$ cat src/spfd_pkg.sv
// Shared types and constants for the scan/peak frame decoder.
// Used by every module of the block; depends on nothing.
package spfd_pkg;

    // Largest scan count the count table holds
    localparam int MAX_SCANS = 1024;
    localparam int SCAN_W    = (MAX_SCANS > 1) ? $clog2(MAX_SCANS) : 1;
    // Header position and effective scan count also hold MAX_SCANS itself
    localparam int HPOS_W    = SCAN_W + 1;

    localparam int WORD_W     = 32;
    localparam int COUNT_W    = 31;
    localparam int SCANCFG_W  = 11;
    localparam int OUT_SCAN_W = 10;

    // Queue between front and back; depth is a power of two so pointers wrap
    localparam int QUEUE_DEPTH = 2;
    localparam int QPTR_W      = (QUEUE_DEPTH > 1) ? $clog2(QUEUE_DEPTH) : 1;
    localparam int QCNT_W      = $clog2(QUEUE_DEPTH + 1);

    // Configuration register indexes
    localparam int CFG_IDX_W = 2;
    localparam logic [CFG_IDX_W-1:0] CFG_SCAN_COUNT     = 2'd0;
    localparam logic [CFG_IDX_W-1:0] CFG_PEAK_TOTAL     = 2'd1;
    localparam logic [CFG_IDX_W-1:0] CFG_INTENSITY_GAIN = 2'd2;

    localparam logic [SCANCFG_W-1:0] SCAN_COUNT_RST     = 11'd1;
    localparam logic [WORD_W-1:0]    PEAK_TOTAL_RST     = 32'd0;
    localparam logic [WORD_W-1:0]    INTENSITY_GAIN_RST = 32'd65536;

    // Rounding offset for Q16.16: one half
    localparam logic [2*WORD_W-1:0] ROUND_HALF = 64'h8000;

    typedef struct packed {
        logic [WORD_W-1:0] data_word;
        logic              frame_start;
    } word_t;

    typedef struct packed {
        logic [OUT_SCAN_W-1:0] scan_index;
        logic [WORD_W-1:0]     tof_value;
        logic [WORD_W-1:0]     scaled_intensity;
        logic [WORD_W-1:0]     peak_number;
        logic                  last_peak;
        logic                  overrun;
    } peak_t;

    // One classified intensity item, handed from front to back
    typedef struct packed {
        logic [SCAN_W-1:0] scan;
        logic [WORD_W-1:0] tof;
        logic [WORD_W-1:0] intensity;
        logic [WORD_W-1:0] peak_number;
        logic              last_peak;
        logic              overrun;
    } job_t;

endpackage

$ cat src/spfd_back.sv
// Back part of the frame decoder: scales intensity by the Q16.16 gain with
// rounding and saturation, and holds the result item. Depends on spfd_pkg.
module spfd_back (
    input  logic                          clk,
    input  logic                          rst_n,
    input  logic                          q_valid,
    input  spfd_pkg::job_t                q_job,
    output logic                          pop,
    input  logic [spfd_pkg::WORD_W-1:0]   intensity_gain,
    output logic                          peak_valid,
    input  logic                          peak_stall,
    output spfd_pkg::peak_t               peak
);

    logic                              mul_vld_reg;
    spfd_pkg::job_t                    mul_job_reg;
    logic [2*spfd_pkg::WORD_W-1:0]     mul_prod_reg;
    logic                              out_vld_reg;
    spfd_pkg::peak_t                   out_reg, out_next;
    logic                              adv_out;
    logic                              adv_mul;
    logic [2*spfd_pkg::WORD_W-1:0]     rounded;

    // Move forward where the next stage is free or draining
    assign adv_out = !out_vld_reg || !peak_stall;
    assign adv_mul = !mul_vld_reg || adv_out;
    assign pop     = q_valid && adv_mul;

    // Round half up, drop the fraction, saturate
    assign rounded = mul_prod_reg + spfd_pkg::ROUND_HALF;

    always_comb
    begin
        out_next.scan_index  = spfd_pkg::OUT_SCAN_W'(mul_job_reg.scan);
        out_next.tof_value   = mul_job_reg.tof;
        out_next.peak_number = mul_job_reg.peak_number;
        out_next.last_peak   = mul_job_reg.last_peak;
        out_next.overrun     = mul_job_reg.overrun;
        if (rounded[2*spfd_pkg::WORD_W-1:spfd_pkg::WORD_W+16] != '0)
        begin
            out_next.scaled_intensity = '1;
        end
        else
        begin
            out_next.scaled_intensity = rounded[spfd_pkg::WORD_W+15:16];
        end
    end

    // Multiply stage and result register payload
    always_ff @(posedge clk)
    begin
        if (adv_mul)
        begin
            mul_job_reg  <= q_job;
            mul_prod_reg <= 64'(q_job.intensity) * 64'(intensity_gain);
        end
        if (adv_out)
        begin
            out_reg <= out_next;
        end
    end

    // Stage valid flags
    always_ff @(posedge clk or negedge rst_n)
    begin
        if (!rst_n)
        begin
            mul_vld_reg <= 1'b0;
            out_vld_reg <= 1'b0;
        end
        else
        begin
            if (adv_mul)
            begin
                mul_vld_reg <= q_valid;
            end
            if (adv_out)
            begin
                out_vld_reg <= mul_vld_reg;
            end
        end
    end

    assign peak_valid = out_vld_reg;
    assign peak       = out_reg;

endmodule

$ cat config.mk
export PLATFORM = sky130hd
export DESIGN_NAME = spfd_back
export DESIGN_NICKNAME = d
export VERILOG_FILES = /design/src/spfd_pkg.sv /design/src/spfd_back.sv
export SDC_FILE = /design/constraint.sdc
export NUM_CORES = 2
export LEC_CHECK = 0
export ABC_AREA = 1
export BUFFER_PORTS_ARGS = -buffer_cell sky130_fd_sc_hd__buf_4
export CORE_MARGIN = 2
export CORE_UTILIZATION = 65
export CTS_BUF_LIST = sky130_fd_sc_hd__clkbuf_8
export CTS_CLUSTER_DIAMETER = 200
export CTS_CLUSTER_SIZE = 20
export DETAILED_ROUTE_END_ITERATION = 8
export PLACE_DENSITY = 0.93
export SKIP_CTS_REPAIR_TIMING = 1
export SYNTH_ARGS = -nofsm -noshare
export SYNTH_HDL_FRONTEND = slang
export SYNTH_SLANG_ARGS = --single-unit
$ cat constraint.sdc
create_clock -name clk -period 4.9 [get_ports clk]
set_input_delay 0.49 -clock clk [delete_from_list [all_inputs] [get_ports clk]]
set_output_delay 0.49 -clock clk [all_outputs]
set_load 0.01 [all_outputs]
==> results of run 1 <==
[Yosys cell counts (15+ instances only)]
library cell and count:
inv_1 1681, o21ai_0 49, nand3_1 107, a21oi_1 82, edfxtp_1 233, nand2_1 1499
xor2_1 40, nand4_1 21, nor2_1 226, nor3_1 15, ha_1 261, xnor2_1 16
fa_1 895, clkbuf_1 192
[kinds of logic after synthesis]
kind of cell               count (synthesis)  share of synthesized area, %
AOI/OAI and AO/OA                        149                          1.80
xor gates and xnor gates                  56                          1.12
adders and majority gates               1156                          48.2
buffers and inverters                   1881                          16.1
DFF                                      235                          16.0
and+or+nand+nor                         1891                          16.8
[metrics by stage]
| stage | TNS (ns) | instance area (sq um) | instances | utilization [%] | setup WS, ns |
|---|---|---|---|---|---|
| after floorplan | -56.94 | 45400 | 5368 | - | -1.35 |
| after detailed placement | -96.38 | 49900 | 6639 | 74.4 | -2.15 |
| after CTS | -68.93 | 50100 | 6661 | 74.7 | -1.59 |
| after global placement | -86.61 | 49900 | 6639 | 74.4 | -1.95 |
[layer usage]
metal  global-route usage, %  GRT overflow
met1                    63.4             3
met2                    82.9           137
met3                    49.9             5
met4                    62.8            81
met5                    25.2             1
==> results.py, run 1 <==
metrics = {
    "clock_tree": {
        "cts_sinks": 235,
        "cts_buffers": 15,
        "htreeDepth": 1,
        "root_buffer": "clkbuf_8",
        "clockBufferDepth": 3,
    },
    "synthesis": {
        "async_flop_share_pct": 0.851,
        "synth_edf_count": 233,
        "avgSynthCellArea_sq_um": 8.19,
        "yosys.area.top_type": "fa_1",
        "netlist_area_sq_mm": 0.0440,
        "ys_top_cells_by_area": "fa_1 (41%), edfxtp_1 (16%), inv_1 (14%)",
        "synth_flop_cell": "edfxtp_1",
        "syn_nets": 6668,
        "ys_seq_area_share_pct": 16.0,
        "ys_ff_latch": 235,
        "synth_cell_type_count": 28,
        "syn_inst": 5368,
        "yosys_warnings": 0,
        "synth_top_cell_area_share_pct": 40.7,
    },
    "die": {
        "ioPinCount": 254,
        "die_w_um": 264,
        "die_y_um": 264,
        "start_util_pct": 65.6,
        "rows": 95,
    },
    "grt": {
        "grt-ovfl-total": 227,
        "gr-usage-all-layers_pct": 64.9,
        "grt_max_degree": 80,
    },
    "status": {
        "stop_error": "[ERROR GRT-0232] Routing congestion too high. Check the congestion heatmap in the GUI.",
        "status": "did not finish",
        "lastStage": "global routing (5_1_grt)",
    },
    "place": {
        "io_buffers": 253,
        "place.gp.congestion": 0.980,
        "dpl.hpwl_um": 116000,
    },
    "timing": {
        "endpoint_type": "register input",
        "postGrtWorstEndpoint": "mul_prod_reg[57]$_DFFE_PN_/D",
    },
}
==> run 2, diff against run 1 <==
--- a/config.mk
+++ b/config.mk
@@ -8,12 +8,9 @@
 export ABC_AREA = 1
 export BUFFER_PORTS_ARGS = -buffer_cell sky130_fd_sc_hd__buf_4
 export CORE_MARGIN = 2
-export CORE_UTILIZATION = 65
-export CTS_BUF_LIST = sky130_fd_sc_hd__clkbuf_8
-export CTS_CLUSTER_DIAMETER = 200
-export CTS_CLUSTER_SIZE = 20
+export CORE_UTILIZATION = 40
 export DETAILED_ROUTE_END_ITERATION = 8
-export PLACE_DENSITY = 0.93
+export PLACE_DENSITY_LB_ADDON = 0.15
 export SKIP_CTS_REPAIR_TIMING = 1
 export SYNTH_ARGS = -nofsm -noshare
 export SYNTH_HDL_FRONTEND = slang
==> results.py, run 2 <==
metrics = {
    "die": {
        "die_w_um": 336,
        "ioPinCount": 254,
        "start_util_pct": 40.3,
        "rows": 121,
        "die_y_um": 336,
        "die_area_sq_mm": 0.113,
        "core_sq_mm": 0.109,
    },
    "grt": {
        "grt-ovfl-total": 0,
        "grt_pass1_wl_um": 205000,
        "grt_pass1_vias": 36400,
        "grt_max_degree": 87,
        "antenna_found_initial": 2,
        "gr-usage-all-layers_pct": 23.4,
    },
    "flow_run": {
        "maxCapViolCount": 0,
    },
    "status": {
        "violations": "setup timing",
        "status": "complete, but fails checks",
    },
    "cells_and_area": {
        "area_delta_synth_final_pct": 27.5,
        "multi_input_area_sq_mm": 0.0327,
        "final_cell_mix": "inv_1 (1560), nand2_1 (1353), fa_1 (835)",
        "fillerInstances": 10400,
        "antenna_cells": 0,
        "drive_above_1_share_pct": 23.6,
        "final_common_cell": "inv_1",
        "fin_nets": 7253,
        "largest_register_ffs": 108,
        "seqCellArea_sq_mm": 0.00705,
    },
    "timing": {
        "drv_slew": 0,
        "fmax_ghz": 0.160,
        "tightest_slew_ns": 1.22,
        "hold_viol": 0,
        "period_needed_ns": 6.27,
        "setup_ws_ns": -1.37,
        "tns_ns": -57.35,
        "rsz0062_at_grt": "true",
        "setup_viol": 49,
        "finalClockSkew_ns": 0.0280,
        "slew_headroom_pct": 18.7,
        "min_period_over_period_pct": 128,
    },
    "critical_path": {
        "cp-start-kind": "input pin",
        "cp_max_fo": 13,
        "crit_type": "input pin to flop",
        "cp.arrival_ns": 6.58,
        "worstPathRequired_ns": 5.21,
        "end_kind": "flop",
    },
    "synthesis": {
        "synth_cell_type_count": 28,
        "async_flop_share_pct": 0.851,
        "yosys_warnings": 0,
        "netlist_area_sq_mm": 0.0440,
        "synth_top_cell_area_share_pct": 40.7,
        "ys_ff_latch": 235,
        "synth_edf_count": 233,
        "synth_flop_cell": "edfxtp_1",
        "ys_top_cells_by_area": "fa_1 (41%), edfxtp_1 (16%), inv_1 (14%)",
        "syn_inst": 5368,
        "syn_nets": 6668,
        "ys_top_cells_by_count": "inv_1 (1681), nand2_1 (1499), fa_1 (895), ha_1 (261), edfxtp_1 (233)",
        "ys_seq_area_share_pct": 16.0,
        "avgSynthCellArea_sq_um": 8.19,
        "yosys.area.top_type": "fa_1",
        "yosys.cell_count.top_type": "inv_1",
    },
    "routing": {
        "drt_wl_total_um": 133000,
        "drc_errors": 0,
        "postRouteAntennaNets": 0,
        "post_drt_via_cell_ratio": 4.69,
        "drt-wirelength-per-cell_um": 18.0,
        "num_vias": 34700,
        "first_pass_iters": 5,
        "drt_iter0_drc": 2133,
    },
    "clock_tree": {
        "root_buffer": "clkbuf_16",
        "cts_sinks": 235,
        "clockBufferDepth": 3,
        "clkLatencyLatePin_ns": 0.56,
        "tritoncts": "done",
        "cts_buffers": 25,
        "htreeDepth": 1,
        "clkTransAtPathRegs_ns": 0.07,
    },
    "place": {
        "place.gp.congestion": 0.909,
        "io_buffers": 253,
        "post-place-ws_ns": -2.22,
        "dpl.hpwl_um": 114000,
    },
    "hold_path": {
        "hold_path_class": "input pin to flop",
    },
}
run 2: critical path, cell delays in order:
cell and delay [ns]:
buf_12 0.14, buf_12 0.14, buf_4 0.13, nand2_1 0.05
inv_1 0.05, fa_1 0.49, fa_1 0.54, fa_1 0.55
fa_1 0.53, fa_1 0.59, fa_1 0.45, fa_1 0.61
ha_4 0.24, ha_4 0.28, buf_6 0.11, nand2_4 0.06
buf_6 0.12, nor2_4 0.11, inv_2 0.07, nor2_4 0.11
nand2_2 0.08, nor4_2 0.27, nand2_1 0.17, nand3_1 0.12
nand2_1 0.06
run 2: logic make-up after synthesis:
group / share of synthesized area [%]
DFF: 16.0
and+or+nand+nor: 16.8
xor gates and xnor gates: 1.12
buffers and inverters: 16.1
AOI/OAI and AO/OA: 1.80
adders and majority gates: 48.2
run 2: metrics by stage:
stage / utilization (%) / cells / cell area [sq um] / hold slack (ns)
6_report: 51.4 / 7386 / 56100 / 0.105
5_1_grt: 51.4 / 7386 / 56100 / 0.0780
3_5_place_dp: 47.0 / 7265 / 51300 / 0.274
4_1_cts: 47.8 / 7311 / 52100 / -0.319
2_1_floorplan: - / 5368 / 45400 / 0.194
3_3_place_gp: 47.0 / 7265 / 51300 / 0.275
run 2: metal layers:
layer | track usage (%) | share of wire (%) | vias to the layer above
li1 | - | - | 16300
met1 | 31.4 | 43 | 17200
met2 | 41.0 | 49 | 923
met3 | 2.46 | 5.3 | 198
met4 | 4.92 | 2.9 | 4
met5 | 0 | 0.014 | -
run 2: worst paths after layout:
| path | end | slack, ns | startpoint | cells after the start |
|---|---|---|---|---|
| worst min-delay path | mul_job_reg[94] | 0.10 | q_job[94] | 1 |
| max in group asynchronous | mul_vld_reg | 4.56 | rst_n | 2 |
| worst max-delay path | mul_prod_reg[52] | -1.37 | q_job[42] | 25 |
| worst min register to register | peak[0] | 0.41 | mul_job_reg[0] | 0 |
| worst max register to register | peak[60] | 2.20 | mul_prod_reg[15] | 12 |
| min in group asynchronous | peak_valid | 0.25 | rst_n | 2 |
run 2: layout make-up:
type / instances / share of cell area, %
well taps: 1414 / 3.16
multi-input cells: 3252 / 58.3
flip-flops and latches: 235 / 12.6
inverters: 1683 / 11.3
repair buffers: 756 / 13.2
clock buffers: 28 / 1.14
clock inverters: 18 / 0.364
Power of run 2 is left out: the tool's default activity adds up to more than one toggle a clock period on the data nets, which glitch-free logic cannot reach.
