[config.mk]
export PLATFORM = sky130hd
export DESIGN_NAME = spfd_queue
export DESIGN_NICKNAME = d
export VERILOG_FILES = /design/src/spfd_pkg.sv /design/src/spfd_queue.sv
export SDC_FILE = /design/constraint.sdc
export NUM_CORES = 1
export LEC_CHECK = 0
export BUFFER_PORTS_ARGS = -buffer_cell sky130_fd_sc_hd__clkbuf_2
export CELL_PAD_IN_SITES_DETAIL_PLACEMENT = 1
export CELL_PAD_IN_SITES_GLOBAL_PLACEMENT = 2
export CORE_MARGIN = 5
export CORE_UTILIZATION = 38
export CTS_CLUSTER_SIZE = 30
export DETAILED_ROUTE_END_ITERATION = 10
export PLACE_DENSITY_LB_ADDON = 0.1
export SLEW_MARGIN = 20
export SYNTH_ARGS = -nofsm -noshare
export SYNTH_HDL_FRONTEND = slang
export SYNTH_SLANG_ARGS = --single-unit
[constraint.sdc]
create_clock -name clk -period 6.5 [get_ports clk]
set_input_delay 1.95 -clock clk [delete_from_list [all_inputs] [get_ports clk]]
set_output_delay 1.95 -clock clk [all_outputs]
set_load 0.03 [all_outputs]
[src/spfd_pkg.sv]
// Shared types and constants for the scan/peak frame decoder.
// Used by every module of the block; depends on nothing.
package spfd_pkg;

    // Largest scan count the count table holds
    localparam int MAX_SCANS = 1024;
    localparam int SCAN_W    = (MAX_SCANS > 1) ? $clog2(MAX_SCANS) : 1;
    // Header position and effective scan count also hold MAX_SCANS itself
    localparam int HPOS_W    = SCAN_W + 1;

    localparam int WORD_W     = 32;
    localparam int COUNT_W    = 31;
    localparam int SCANCFG_W  = 11;
    localparam int OUT_SCAN_W = 10;

    // Queue between front and back; depth is a power of two so pointers wrap
    localparam int QUEUE_DEPTH = 2;
    localparam int QPTR_W      = (QUEUE_DEPTH > 1) ? $clog2(QUEUE_DEPTH) : 1;
    localparam int QCNT_W      = $clog2(QUEUE_DEPTH + 1);

    // Configuration register indexes
    localparam int CFG_IDX_W = 2;
    localparam logic [CFG_IDX_W-1:0] CFG_SCAN_COUNT     = 2'd0;
    localparam logic [CFG_IDX_W-1:0] CFG_PEAK_TOTAL     = 2'd1;
    localparam logic [CFG_IDX_W-1:0] CFG_INTENSITY_GAIN = 2'd2;

    localparam logic [SCANCFG_W-1:0] SCAN_COUNT_RST     = 11'd1;
    localparam logic [WORD_W-1:0]    PEAK_TOTAL_RST     = 32'd0;
    localparam logic [WORD_W-1:0]    INTENSITY_GAIN_RST = 32'd65536;

    // Rounding offset for Q16.16: one half
    localparam logic [2*WORD_W-1:0] ROUND_HALF = 64'h8000;

    typedef struct packed {
        logic [WORD_W-1:0] data_word;
        logic              frame_start;
    } word_t;

    typedef struct packed {
        logic [OUT_SCAN_W-1:0] scan_index;
        logic [WORD_W-1:0]     tof_value;
        logic [WORD_W-1:0]     scaled_intensity;
        logic [WORD_W-1:0]     peak_number;
        logic                  last_peak;
        logic                  overrun;
    } peak_t;

    // One classified intensity item, handed from front to back
    typedef struct packed {
        logic [SCAN_W-1:0] scan;
        logic [WORD_W-1:0] tof;
        logic [WORD_W-1:0] intensity;
        logic [WORD_W-1:0] peak_number;
        logic              last_peak;
        logic              overrun;
    } job_t;

endpackage

[src/spfd_queue.sv]
// Short queue of intensity items between front and back of the decoder.
// Depends on spfd_pkg.
module spfd_queue (
    input  logic            clk,
    input  logic            rst_n,
    input  logic            push,
    input  spfd_pkg::job_t  push_job,
    output logic            full,
    output logic            q_valid,
    input  logic            pop,
    output spfd_pkg::job_t  q_job
);

    spfd_pkg::job_t                  slot_reg [spfd_pkg::QUEUE_DEPTH];
    logic [spfd_pkg::QPTR_W-1:0]     wr_ptr_reg, wr_ptr_next;
    logic [spfd_pkg::QPTR_W-1:0]     rd_ptr_reg, rd_ptr_next;
    logic [spfd_pkg::QCNT_W-1:0]     count_reg, count_next;

    assign full    = (count_reg == spfd_pkg::QCNT_W'(spfd_pkg::QUEUE_DEPTH));
    assign q_valid = (count_reg != '0);
    assign q_job   = slot_reg[rd_ptr_reg];

    // Advance pointers and fill count
    always_comb
    begin
        wr_ptr_next = push ? (wr_ptr_reg + spfd_pkg::QPTR_W'(1)) : wr_ptr_reg;
        rd_ptr_next = pop ? (rd_ptr_reg + spfd_pkg::QPTR_W'(1)) : rd_ptr_reg;
        count_next  = count_reg;
        if (push && !pop)
        begin
            count_next = count_reg + spfd_pkg::QCNT_W'(1);
        end
        else if (pop && !push)
        begin
            count_next = count_reg - spfd_pkg::QCNT_W'(1);
        end
    end

    // Store an item
    always_ff @(posedge clk)
    begin
        if (push)
        begin
            slot_reg[wr_ptr_reg] <= push_job;
        end
    end

    always_ff @(posedge clk or negedge rst_n)
    begin
        if (!rst_n)
        begin
            wr_ptr_reg <= '0;
            rd_ptr_reg <= '0;
            count_reg  <= '0;
        end
        else
        begin
            wr_ptr_reg <= wr_ptr_next;
            rd_ptr_reg <= rd_ptr_next;
            count_reg  <= count_next;
        end
    end

endmodule

== Yosys cells after proc, flatten, opt, wreduce, memory -nomap -nowiden ==
Memory sizes are Yosys's and may differ from the RTL's.
Index checks and enable logic that the tools add are counted.
Operators by class
  add/sub/neg operators: 4
  reductions and logical operators: 6
  mux-type cells: 4
  equality and inequality tests: 1
Operators with widths (number)
  two-way mux 2 bit: 2
  nonzero test 2 bit: 2
  adder 1 bit, second input constant: 2
  adder 2 x 1 -> 2 bit, second input constant: 1
  equality test 2 bit, second input constant: 1
  logical AND 1 bit: 2
  logical NOT 1 bit: 2
  two-way mux 1 bit: 2
  subtractor 2 x 1 -> 2 bit, second input constant: 1
Word-level totals
  input bits: 112
  RAM bits: 216
  output and inout port bits: 110
  word-level logic and storage cells: 19
  register bits after elaboration: 4
  memories: 1
Memory list
  slot_reg: words 2, bits a word 108, read ports 1, clocked after memory_dff 0, wr ports 1, RTL line spfd_queue.sv:14  | spfd_pkg::job_t slot_reg [spfd_pkg::QUEUE_DEPTH];

== Depth between registers and ports, before layout ==
Gate-level depths: netlist of run 1.
  word-level depth: 4
  mapped depth: 5
  mapped depth without buffers: 5

== Worst setup path before layout of run 1 ==
No wires, ideal clock.
  path type: input port to flip-flop
  start point: in push
  end point: mem slot_reg[0][0] (netlist bit), enable pin
  stages on the path: 1
  path slack: -0.733 ns
  path buffers: 0
  library setup time: 0.589 ns
  data required time: 5.911 ns
  data arrival time: 6.644 ns
  cell sequence: nor2b_1
Between the ends
  longest elaborated chain between the ends: 2
Ends and longest elaborated chain
  from (decl): RTL line spfd_queue.sv:6  | input logic push,
  two-way mux 1 bit: RTL line spfd_queue.sv:42  | if (push)
  two-way mux 1 bit (not written as such): RTL line spfd_queue.sv:44  | slot_reg[wr_ptr_reg] <= push_job;
  to (decl): RTL line spfd_queue.sv:14
Every way passes these cells.

==> results.md, run 1 <==
* Worst setup EP type: output pin
* Setup slack, reg-to-reg at roughly 4200 ps
* RR Endpoint: slot_reg[1][92]
* Grt met1 use at 16.3%
* WHS Endpoint: count_reg[1]
* Gate power share at approximately a third
* Seq pwr share at 39.8%
* DR WL/cell at 18.7 um
* Least-Margin Pin Slew at 869 ps
* Synth Area in Compound Gates at 0%
* Die width at 155 um
* Mapped cell area at 8010 sq um
* Slew Limit Fails at 0
* Final Non-Filler Cells at 884
* Syn Nets at between 400 and 500
* Met3 Resource Use GR at between 4 and 5%
* Peak supply drop at 0.242 mV
* Clock skew at between 8 and 9 ps
* Initial Utilization at 38.3%
* Worst r2r src: wr_ptr_reg
* I/O Pins at 222
* RSZ-0062 raised after global routing: no
* Die H at between 150 and 200 um
* Global-route layer with the greatest usage: met2
* CTS Root Cell: clkbuf_16
* Layout Nets at 705
* Share of the yosys chip area belonging to registers at 82.2%
* Crit path cell chain: buf_4, mux2_2, clkbuf_2
* CTS Buf Count at 24
* Post-CTS resize count at 0
* Drt initial violations at 164
* Post-synthesis simple-gate area fraction at less than 1%
* Tot GR Track Use at 13.5%
* Vias/cell at 4.62
* DP HPWL at roughly 11 mm
* Psw at ~1.7 mW
* Xor/xnor share of the synthesized area at less than 1%
* WHS Path Cells at 1
* Setup TNS at 0 ps
* Post-route DRC violation count at 0
* Crit path max fanout at 56
* Synthesis-to-finish area growth at 27.9%
* Critical path's largest stage delay at 670 ps
* Int Pwr at 3.26 mW
* Max-slew headroom at the worst pin at 42.1%
* Class of the worst hold path: reg2reg
* Die area at 24100 sq um
* Drt first pass iters at 4
* R2R depth at 2
* Postcts setup bufs at 0
* Final Hold Violating Endpoints at 0
* Clk slew on worst S/H paths at 60 ps
* Max reg flops at 216
* Ratio of cells with drive above 1 in the final layout at 61.6%
* Port Buf Inserts at 221
* Total core area at 20900 sq um
* Hold Slack at 496 ps
* GPL Wtd Cong at 0.687
* Status: complete, no violations
* Clk Latency, worst-skew pair at slightly above 500 ps
* Clock Path Buffers at 3
* Max Cap Violations at 0
* H-tree Lvls at 1
* Grt met2 use at a little under a quarter
* Worst path top cell family by delay: buffers and inverters
* Period Utilization, post-route at between 60% and 70%
* Required @ worst endpoint at 4550 ps
* Sw Ratio at 34.4%
* Yosys cell types at 14
* Setup ws final at about 2000 ps
* Crit-path slowest cell: buf_4
* Initial antenna violation count at 1
* Clock tree sinks at 220
* First-pass GRT wire length at around 25 mm
* Synth Area in Adders at 0.156%
* Ant. Diodes at 0
* Routed WL at 16.5 mm
* Setup WS pre-CTS at 2450 ps
* Register bit total from synthesis at 220
* Largest family of logic cells by synthesized area: multiplexers
* Remaining antenna violation count at 0
* CP Launch Type: register
* Post-Syn Area per Cell at 22.7 sq um
* Pwr dens at 486 nW/um^2
* Arrival time worst endpoint at 2570 ps
* Core Util, Final at 49.0%
* Post-route minimum period at about 4500 ps
* Dpl cells at 840
* Via total after detailed routing at 4081
* Fmax at 0.221 GHz
* Number of buffer and inverter stages on the critical path at 2
* Setup CP Type: reg2out
* Clock share of power at between 20% and 30%
* # hold bufs at CTS at 0
* Worst hold path startpoint: count_reg[1]
* Vias in the first global route at between 4000 and 5000
* P_leak at slightly below 4 nW
* Synth Instances at 352
* Gr ovfl total at 0
* # rows at 53
* Mux contribution to synthesized area at 15.7%
* Setup Viol. Count Final at 0
* Largest net degree at the start of global routing at 75
* Synth Warn # at 0
* TritonCTS clock tree: done
-- worst max path at each step --
stage               startpoint  slack (ps)  depth (start not counted)             end
floorplan                 push        1290                          1  slot_reg[0][0]
global route        rd_ptr_reg        1840                          3       q_job[28]
CTS                 rd_ptr_reg        1900                          3       q_job[28]
detailed placement  rd_ptr_reg        2450                          3       q_job[28]
global placement    rd_ptr_reg        2480                          3       q_job[28]
finish              rd_ptr_reg        1980                          3       q_job[52]
-- worst reg2reg max path, stage by stage (launching register included) --
cell     delay, ps
dfrtp_1        420
and2_4         750
buf_4          700
-- through the flow --
step | instance area [sq um] | power [mW]
CTS | 10200 | 5.07
detailed placement | 9440 | 3.72
finish | 10200 | 4.98
global route | 10200 | 5.23
global placement | 9440 | 3.69
floorplan | 8010 | 3.24
-- cell usage in the layout (no fill, tap or decap), types with 2 or more instances in the layout --
cell type | netlist | final
clkbuf_2 | 0 | 221
edfxtp_1 | 216 | 216
mux2_2 | 98 | 98
clkbuf_16 | 0 | 25
mux2_4 | 10 | 10
clkinv_2 | 0 | 8
clkinv_1 | 0 | 6
xor2_1 | 4 | 4
bufinv_16 | 0 | 3
dfrtp_1 | 4 | 3
buf_4 | 0 | 3
buf_12 | 0 | 2
-- logic make-up after synthesis --
kind of cell | Yosys count
XOR/XNOR | 5
adder cells (fa/ha/maj) | 1
buffers and inverters | 13
flip-flops | 220
multiplexers | 108
AND/OR/NAND/NOR | 5
-- Yosys cell counts, drive strengths merged --
| cell | instances | share of area (%) |
|---|---|---|
| and2 | 1 | 0.078 |
| mux2 | 108 | 16 |
| ha | 1 | 0.16 |
| xnor2 | 1 | 0.11 |
| or2 | 1 | 0.078 |
| buf | 12 | 0.98 |
| edfxtp | 216 | 81 |
| xor2 | 4 | 0.44 |
| nor2b | 2 | 0.16 |
| dfrtp | 4 | 1.3 |
| inv | 1 | 0.047 |
| nor2 | 1 | 0.047 |
-- final cells by class --
cell class                 count  area [sq um]
sequential                   220          6590
multi-input combinational    119          1350
clock buffer                  25           626
inverter                       1          3.75
clock inverter                18           160
tap                          275           344
timing repair buffer         226          1170
fill                        2029         10600
-- power groups by stage --
| stage | Clock (mW) | Combinational [mW] | Sequential, mW |
|---|---|---|---|
| 3_5_place_dp | 0 | 1.70 | 2.01 |
| 2_1_floorplan | 0 | 1.26 | 1.98 |
| 4_1_cts | 1.37 | 1.71 | 1.99 |
| 6_report | 1.33 | 1.67 | 1.98 |
| 5_1_grt | 1.45 | 1.78 | 2.00 |
| 3_3_place_gp | 0 | 1.70 | 2.00 |
-- per-layer routing --
metal	vias to the layer above	share of wire, %	wire length, um
met5	-	0.091	15
met4	2	1.9	322
met3	26	8.5	1410
met2	135	50	8330
met1	2037	39	6440
li1	1881	-	-
Power figures use the tool's default switching activity.
==> run 2: changes to the inputs <==
==> constraint.sdc (replaced) <==
create_clock -name clk -period 4.7 [get_ports clk]
set_input_delay 1.41 -clock clk [delete_from_list [all_inputs] [get_ports clk]]
set_output_delay 1.41 -clock clk [all_outputs]
set_load 0.03 [all_outputs]
==> run 2 against run 1 <==
Compared with the run above: clock power is 23% higher; non-clock buffer count is 1 higher; largest cell class unchanged; die area stayed put; sequential cell count stayed put; total power is 34% higher; highest routed layer unchanged; via count is 1.7% lower; global-route usage is 0.096 points lower; cell count is 0.34% lower.
==> results.md, run 2 (synthesis results as in run 1) <==
* Status: complete, no violations
* CTS Buf Count at 24 (unchanged)
* Pwr dens at 659 nW/um^2 (+36%)
* Remaining antenna violation count at 0 (unchanged)
* Peak supply drop at 0.343 mV (+42%)
* Synthesis-to-finish area growth at 26.6%
* Fillers at 2034 (+0.25%)
* Fmax at 0.268 GHz
* Crit path max fanout at 68 (+21%)
* Setup slack, reg-to-reg at 2820 ps (-1420 ps)
* Ant. Diodes at 0 (unchanged)
* Worst hold path startpoint: count_reg[1]
* Layout Nets at 706 (+0.14%)
* Total Power at 6.68 mW (+34%)
* Die width at 155 um (unchanged)
* Clk slew on worst S/H paths at 60 ps (about the same)
* Class of the worst hold path: reg2reg
* R2R depth at 2 (unchanged)
* I/O Pins at 222 (unchanged)
* Port Buf Inserts at 221 (unchanged)
* Setup TNS at 0 ps (unchanged)
* Die area at 24100 sq um (unchanged)
* CTS Root Cell: clkbuf_16
* Slew Limit Fails at 0 (unchanged)
* WHS Endpoint: count_reg[1]
* Commonest non-fill, non-tap cells in the layout: 221 x clkbuf_2, 216 x edfxtp_1, 98 x mux2_2
* CP Launch Type: register
* Clk Latency, worst-skew pair at 500 ps (about the same)
* DP HPWL at 11.1 mm (-0.55%)
* Max Cap Violations at 0 (unchanged)
* Arrival time worst endpoint at 2330 ps (-240 ps)
* First-pass GRT wire length at 25.1 mm (+0.44%)
* Gr ovfl total at 0 (unchanged)
* Clock skew at 9.69 ps (+1.34 ps)
* # hold bufs at CTS at 0 (unchanged)
* Tot GR Track Use at 13.4% (-0.096 points)
* Setup CP Type: reg2out
* Worst setup EP type: output pin
* Least-Margin Pin Slew at 1000 ps (+133 ps)
* Initial Utilization at 38.3% (unchanged)
* Post-route minimum period at ~3700 ps
* RR Endpoint: slot_reg[1][19]
* Die H at 155 um (unchanged)
* Post-CTS resize count at 0 (unchanged)
* Clock tree sinks at 220 (unchanged)
* # rows at 53 (unchanged)
* Post-route DRC violation count at 0 (unchanged)
* Max reg flops at 216 (unchanged)
* Postcts setup bufs at 0 (unchanged)
* Clock Path Buffers at 3 (unchanged)
* Period Utilization, post-route at 79.5%
* Required @ worst endpoint at 3290 ps (-1260 ps)
* WHS Path Cells at 1 (unchanged)
* DR WL/cell at 18.8 um (+0.63%)
* Setup Viol. Count Final at 0 (unchanged)
* Ratio of cells with drive above 1 in the final layout at 60.9% (-0.69 points)
* Vias/cell at 4.55 (-1.4%)
* Most common cell after layout, fill and taps aside: clkbuf_2
* Routed WL at 16.6 mm (+0.28%)
* H-tree Lvls at 1 (unchanged)
* RSZ-0062 raised after global routing: no
* Drt first pass iters at 4 (unchanged)
* Largest net degree at the start of global routing at 109 (+45%)
* P_leak at 3.88 nW (-1.3%)
* Vias in the first global route at 4507 (+0.22%)
* GPL Wtd Cong at 0.698 (+1.6%)
* Final Hold Violating Endpoints at 0 (unchanged)
* TritonCTS clock tree: done
* Worst r2r src: wr_ptr_reg
* Max-slew headroom at the worst pin at 33.2% (-8.8 points)
* Via total after detailed routing at 4012 (-1.7%)
* Initial antenna violation count at 2 (+1)
* Total core area at 20900 sq um (unchanged)
* Drt initial violations at 160 (-2.4%)
==> run 2: cell count changes in the layout (fill, tap and decap cells not counted), sizes merged <==
| cell | previous run | this run |
|---|---|---|
| clkbuf | 246 | 249 |
| buf | 5 | 6 |
| bufinv | 3 | 0 |
| clkinv | 14 | 10 |
==> run 2: how the worst max path moves through the flow <==
stage	startpoint	end	slack (ps)	cells past startpoint
CTS	rd_ptr_reg	q_job[33]	900	3
global route	rd_ptr_reg	q_job[33]	850	3
detailed placement	rd_ptr_reg	q_job[33]	1450	3
floorplan	push	slot_reg[0][0]	30	1
finish	rd_ptr_reg	q_job[93]	960	3
global placement	rd_ptr_reg	q_job[51]	1460	3
==> run 2: per-stage QoR <==
stage / cells / util [%] / instance area [sq um] / hold WS (ps) / setup slack (ps)
after floorplan: 352 / - / 8010 / 447 / 34.9
after global placement: 842 / 45.2 / 9450 / 464 / 1460
after detailed placement: 842 / 45.2 / 9450 / 478 / 1450
after CTS: 881 / 48.5 / 10100 / 498 / 904
after global routing: 881 / 48.5 / 10100 / 535 / 851
final: 881 / 48.5 / 10100 / 497 / 963
==> run 2: where the power goes <==
part / switching, mW / leakage (nW) / total (mW) / internal, mW
registers: 0.0864 / 2.07 / 2.69 / 2.61
logic: 1.56 / 1.47 / 2.34 / 0.782
clock network: 0.684 / 0.337 / 1.64 / 0.954
total: 2.33 / 3.88 / 6.68 / 4.34
==> run 2: layout make-up <==
type	instances	area, sq um	share of cell area (%)
clock buffers	28	637	6.28
clock inverters	11	50.0	0.494
inverters	1	3.75	0.0370
multi-input cells	119	1350	13.3
flip-flops and latches	220	6590	65.0
well taps	275	344	3.39
repair buffers	227	1160	11.5
==> run 2: critical path, cell delays in order (launching register included) <==
cell	delay (ps)
dfrtp_4	400
buf_4	700
mux2_2	430
clkbuf_2	180
==> run 2: layer usage <==
layer,global-route usage (%),vias to the layer above,wire (um)
met5,0,-,27
met1,15.1,1961,6210
met4,3.45,4,259
li1,-,1887,-
met3,5.29,25,1560
met2,23.6,135,8510
==> run 3: changes to the inputs <==
--- a/config.mk
+++ b/config.mk
@@ -9,7 +9,7 @@
 export CELL_PAD_IN_SITES_DETAIL_PLACEMENT = 1
 export CELL_PAD_IN_SITES_GLOBAL_PLACEMENT = 2
 export CORE_MARGIN = 5
-export CORE_UTILIZATION = 38
+export CORE_UTILIZATION = 34
 export CTS_CLUSTER_SIZE = 30
 export DETAILED_ROUTE_END_ITERATION = 10
 export PLACE_DENSITY_LB_ADDON = 0.1
==> constraint.sdc (replaced) <==
create_clock -name clk -period 3.25 [get_ports clk]
set_input_delay 0.975 -clock clk [delete_from_list [all_inputs] [get_ports clk]]
set_output_delay 0.975 -clock clk [all_outputs]
set_load 0.03 [all_outputs]
==> run 3 against run 2 <==
Compared with the run above: global-route usage decreased by 0.88 points; register-to-register slack got worse by 870 ps; clock power increased by 62%; cell area increased by 2.2%; via count increased by 1.4%; sequential cell count unchanged; sequential power increased by 47%; critical path type unchanged; critical endpoint is now q_job[87].
==> results.md, run 3 (synthesis results as in run 1) <==
* Postcts setup bufs at 0 (unchanged)
* Tot GR Track Use at 12.5% (-0.88 points)
* Slew Limit Fails at 0 (unchanged)
* Synthesis-to-finish area growth at 29.4%
* Least-Margin Pin Slew at 404 ps (-598 ps)
* Port Buf Inserts at 221 (unchanged)
* Die width at 163 um (+5.3%)
* CP Launch Type: register
* Total core area at 23300 sq um (+12%)
* Crit-path slowest cell: dfrtp_4
* Setup TNS at 0 ps (unchanged)
* DR WL/cell at 18.5 um (-1.5%)
* Class of the worst hold path: in2async
* Post-route DRC violation count at 0 (unchanged)
* Multi-input logic area at 1350 sq um (unchanged)
* Number of buffer and inverter stages on the critical path at 2 (unchanged)
* H-tree Lvls at 1 (unchanged)
* Final instance area at 10400 sq um (+2.2%)
* Status: complete, no violations
* Worst setup EP type: output pin
* Setup CP Type: reg2out
* Drt initial violations at 159 (-0.63%)
* Crit path cell chain: buf_12, mux2_2, clkbuf_2
* CTS Buf Count at 24 (unchanged)
* Layout Nets at 707 (+0.14%)
* Period Utilization, post-route at between 90% and 100%
* # rows at 56 (+5.7%)
* Die H at 163 um (+5.3%)
* Commonest non-fill, non-tap cells in the layout: 221 x clkbuf_2, 216 x edfxtp_1, 98 x mux2_2
* Final Non-Filler Cells at 932 (+5.8%)
* Clock skew at 14.0 ps (+4.36 ps)
* Max Cap Violations at 0 (unchanged)
* Critical path's largest stage delay at 680 ps (-20 ps)
* Max-slew headroom at the worst pin at 73.1% (+40 points)
* RSZ-0062 raised after global routing: no
* Routed WL at 17.3 mm (+4.3%)
* Setup Viol. Count Final at 0 (unchanged)
* Peak supply drop at 0.593 mV (+73%)
* GPL Wtd Cong at 0.724 (+3.7%)
* Via total after detailed routing at 4068 (+1.4%)
* Sequential cell area at 6590 sq um (unchanged)
* First-pass GRT wire length at 25.9 mm (+3.4%)
* Post-CTS resize count at 0 (unchanged)
* Required @ worst endpoint at 2270 ps (-1020 ps)
* Gr ovfl total at 0 (unchanged)
* Pwr dens at 967 nW/um^2 (+47%)
* Clk slew on worst S/H paths at 50 ps (about the same)
* Ratio of cells with drive above 1 in the final layout at 60.8% (-0.11 points)
* Vias/cell at 4.36 (-4.2%)
* Die area at 26700 sq um (+11%)
* CTS Root Cell: clkbuf_16
* Clock Path Buffers at 3 (unchanged)
* Worst path top cell family by delay: flip-flops
* Fmax at 0.324 GHz
* Fillers at 2312 (+14%)
* Final Hold Violating Endpoints at 0 (unchanged)
* Post-route minimum period at 3090 ps
* TritonCTS clock tree: done
* Initial antenna violation count at 2 (unchanged)
* Max reg flops at 216 (unchanged)
* Most common cell after layout, fill and taps aside: clkbuf_2
* DP HPWL at 11.6 mm (+4.5%)
* Remaining antenna violation count at 0 (unchanged)
* Placed Area at 9580 sq um (+1.3%)
* Drt first pass iters at 4 (unchanged)
* Largest net degree at the start of global routing at 57 (-48%)
* Arrival time worst endpoint at 2120 ps (-210 ps)
* # hold bufs at CTS at 0 (unchanged)
* I/O Pins at 222 (unchanged)
* Vias in the first global route at 4661 (+3.4%)
* Clock tree sinks at 220 (unchanged)
* Dpl cells at 887 (+5.3%)
* Crit path max fanout at 41 (-40%)
* Clk Latency, worst-skew pair at 510 ps (about the same)
* Initial Utilization at 34.3% (-4.0 points)
* P_leak at 3.95 nW (+1.8%)
==> run 3: changes by cell type in the layout (fill, tap and decap cells not counted), sizes merged <==
cell	before	now
buf	6	7
clkinv	10	5
diode	0	1
clkinvlp	1	0
bufinv	0	2
clkbuf	249	258
==> run 3: final timing paths <==
| kind | start | to | slack [ps] | cells after the start |
|---|---|---|---|---|
| min in group clk | count_reg[1] | count_reg[1] | 490 | 1 |
| max reg2reg | wr_ptr_reg | slot_reg[0][55] | 1950 | 2 |
| max | rd_ptr_reg | q_job[87] | 160 | 3 |
| min | rst_n | count_reg[1] | 280 | 1 |
| max in group asynchronous | rst_n | rd_ptr_reg | 2830 | 1 |
| min reg2reg | count_reg[1] | count_reg[1] | 490 | 1 |
==> run 3: area by class of cell <==
class	count	area share, %
antenna	1	0.0242
clock buffer	37	6.76
clock inverter	7	0.785
inverter	1	0.0362
multi-input combinational	119	13.0
sequential	220	63.6
tap	319	3.85
timing repair buffer	228	11.9
==> run 3: routing by layer <==
layer / wire length, um / up-vias / global-route usage, %
met5: 34 / - / 0
met4: 331 / 4 / 3.05
met3: 1680 / 27 / 5.70
met2: 8490 / 151 / 21.4
met1: 6730 / 2002 / 14.4
li1: - / 1884 / -
==> run 3: where the power goes <==
group	internal (mW)	switching, mW
sequential	3.77	0.196
clock	1.63	1.02
combinational	1.19	2.21
==> run 3: worst reg2reg max path, cell delays in order (launching register included) <==
cell	delay (ps)
dfrtp_1	420
nor2b_4	190
buf_12	290
==> run 3: per-stage QoR <==
stage / total power, mW / util, % / hold WS (ps) / worst slack, ps
finish: 10.0 / 44.4 / 280 / 160
floorplan: 6.46 / - / 447 / 217
CTS: 10.2 / 44.4 / 256 / 78.8
global placement: 7.46 / 41.0 / 468 / 644
global route: 10.5 / 44.4 / 254 / 51.8
detailed placement: 7.52 / 41.0 / 471 / 630
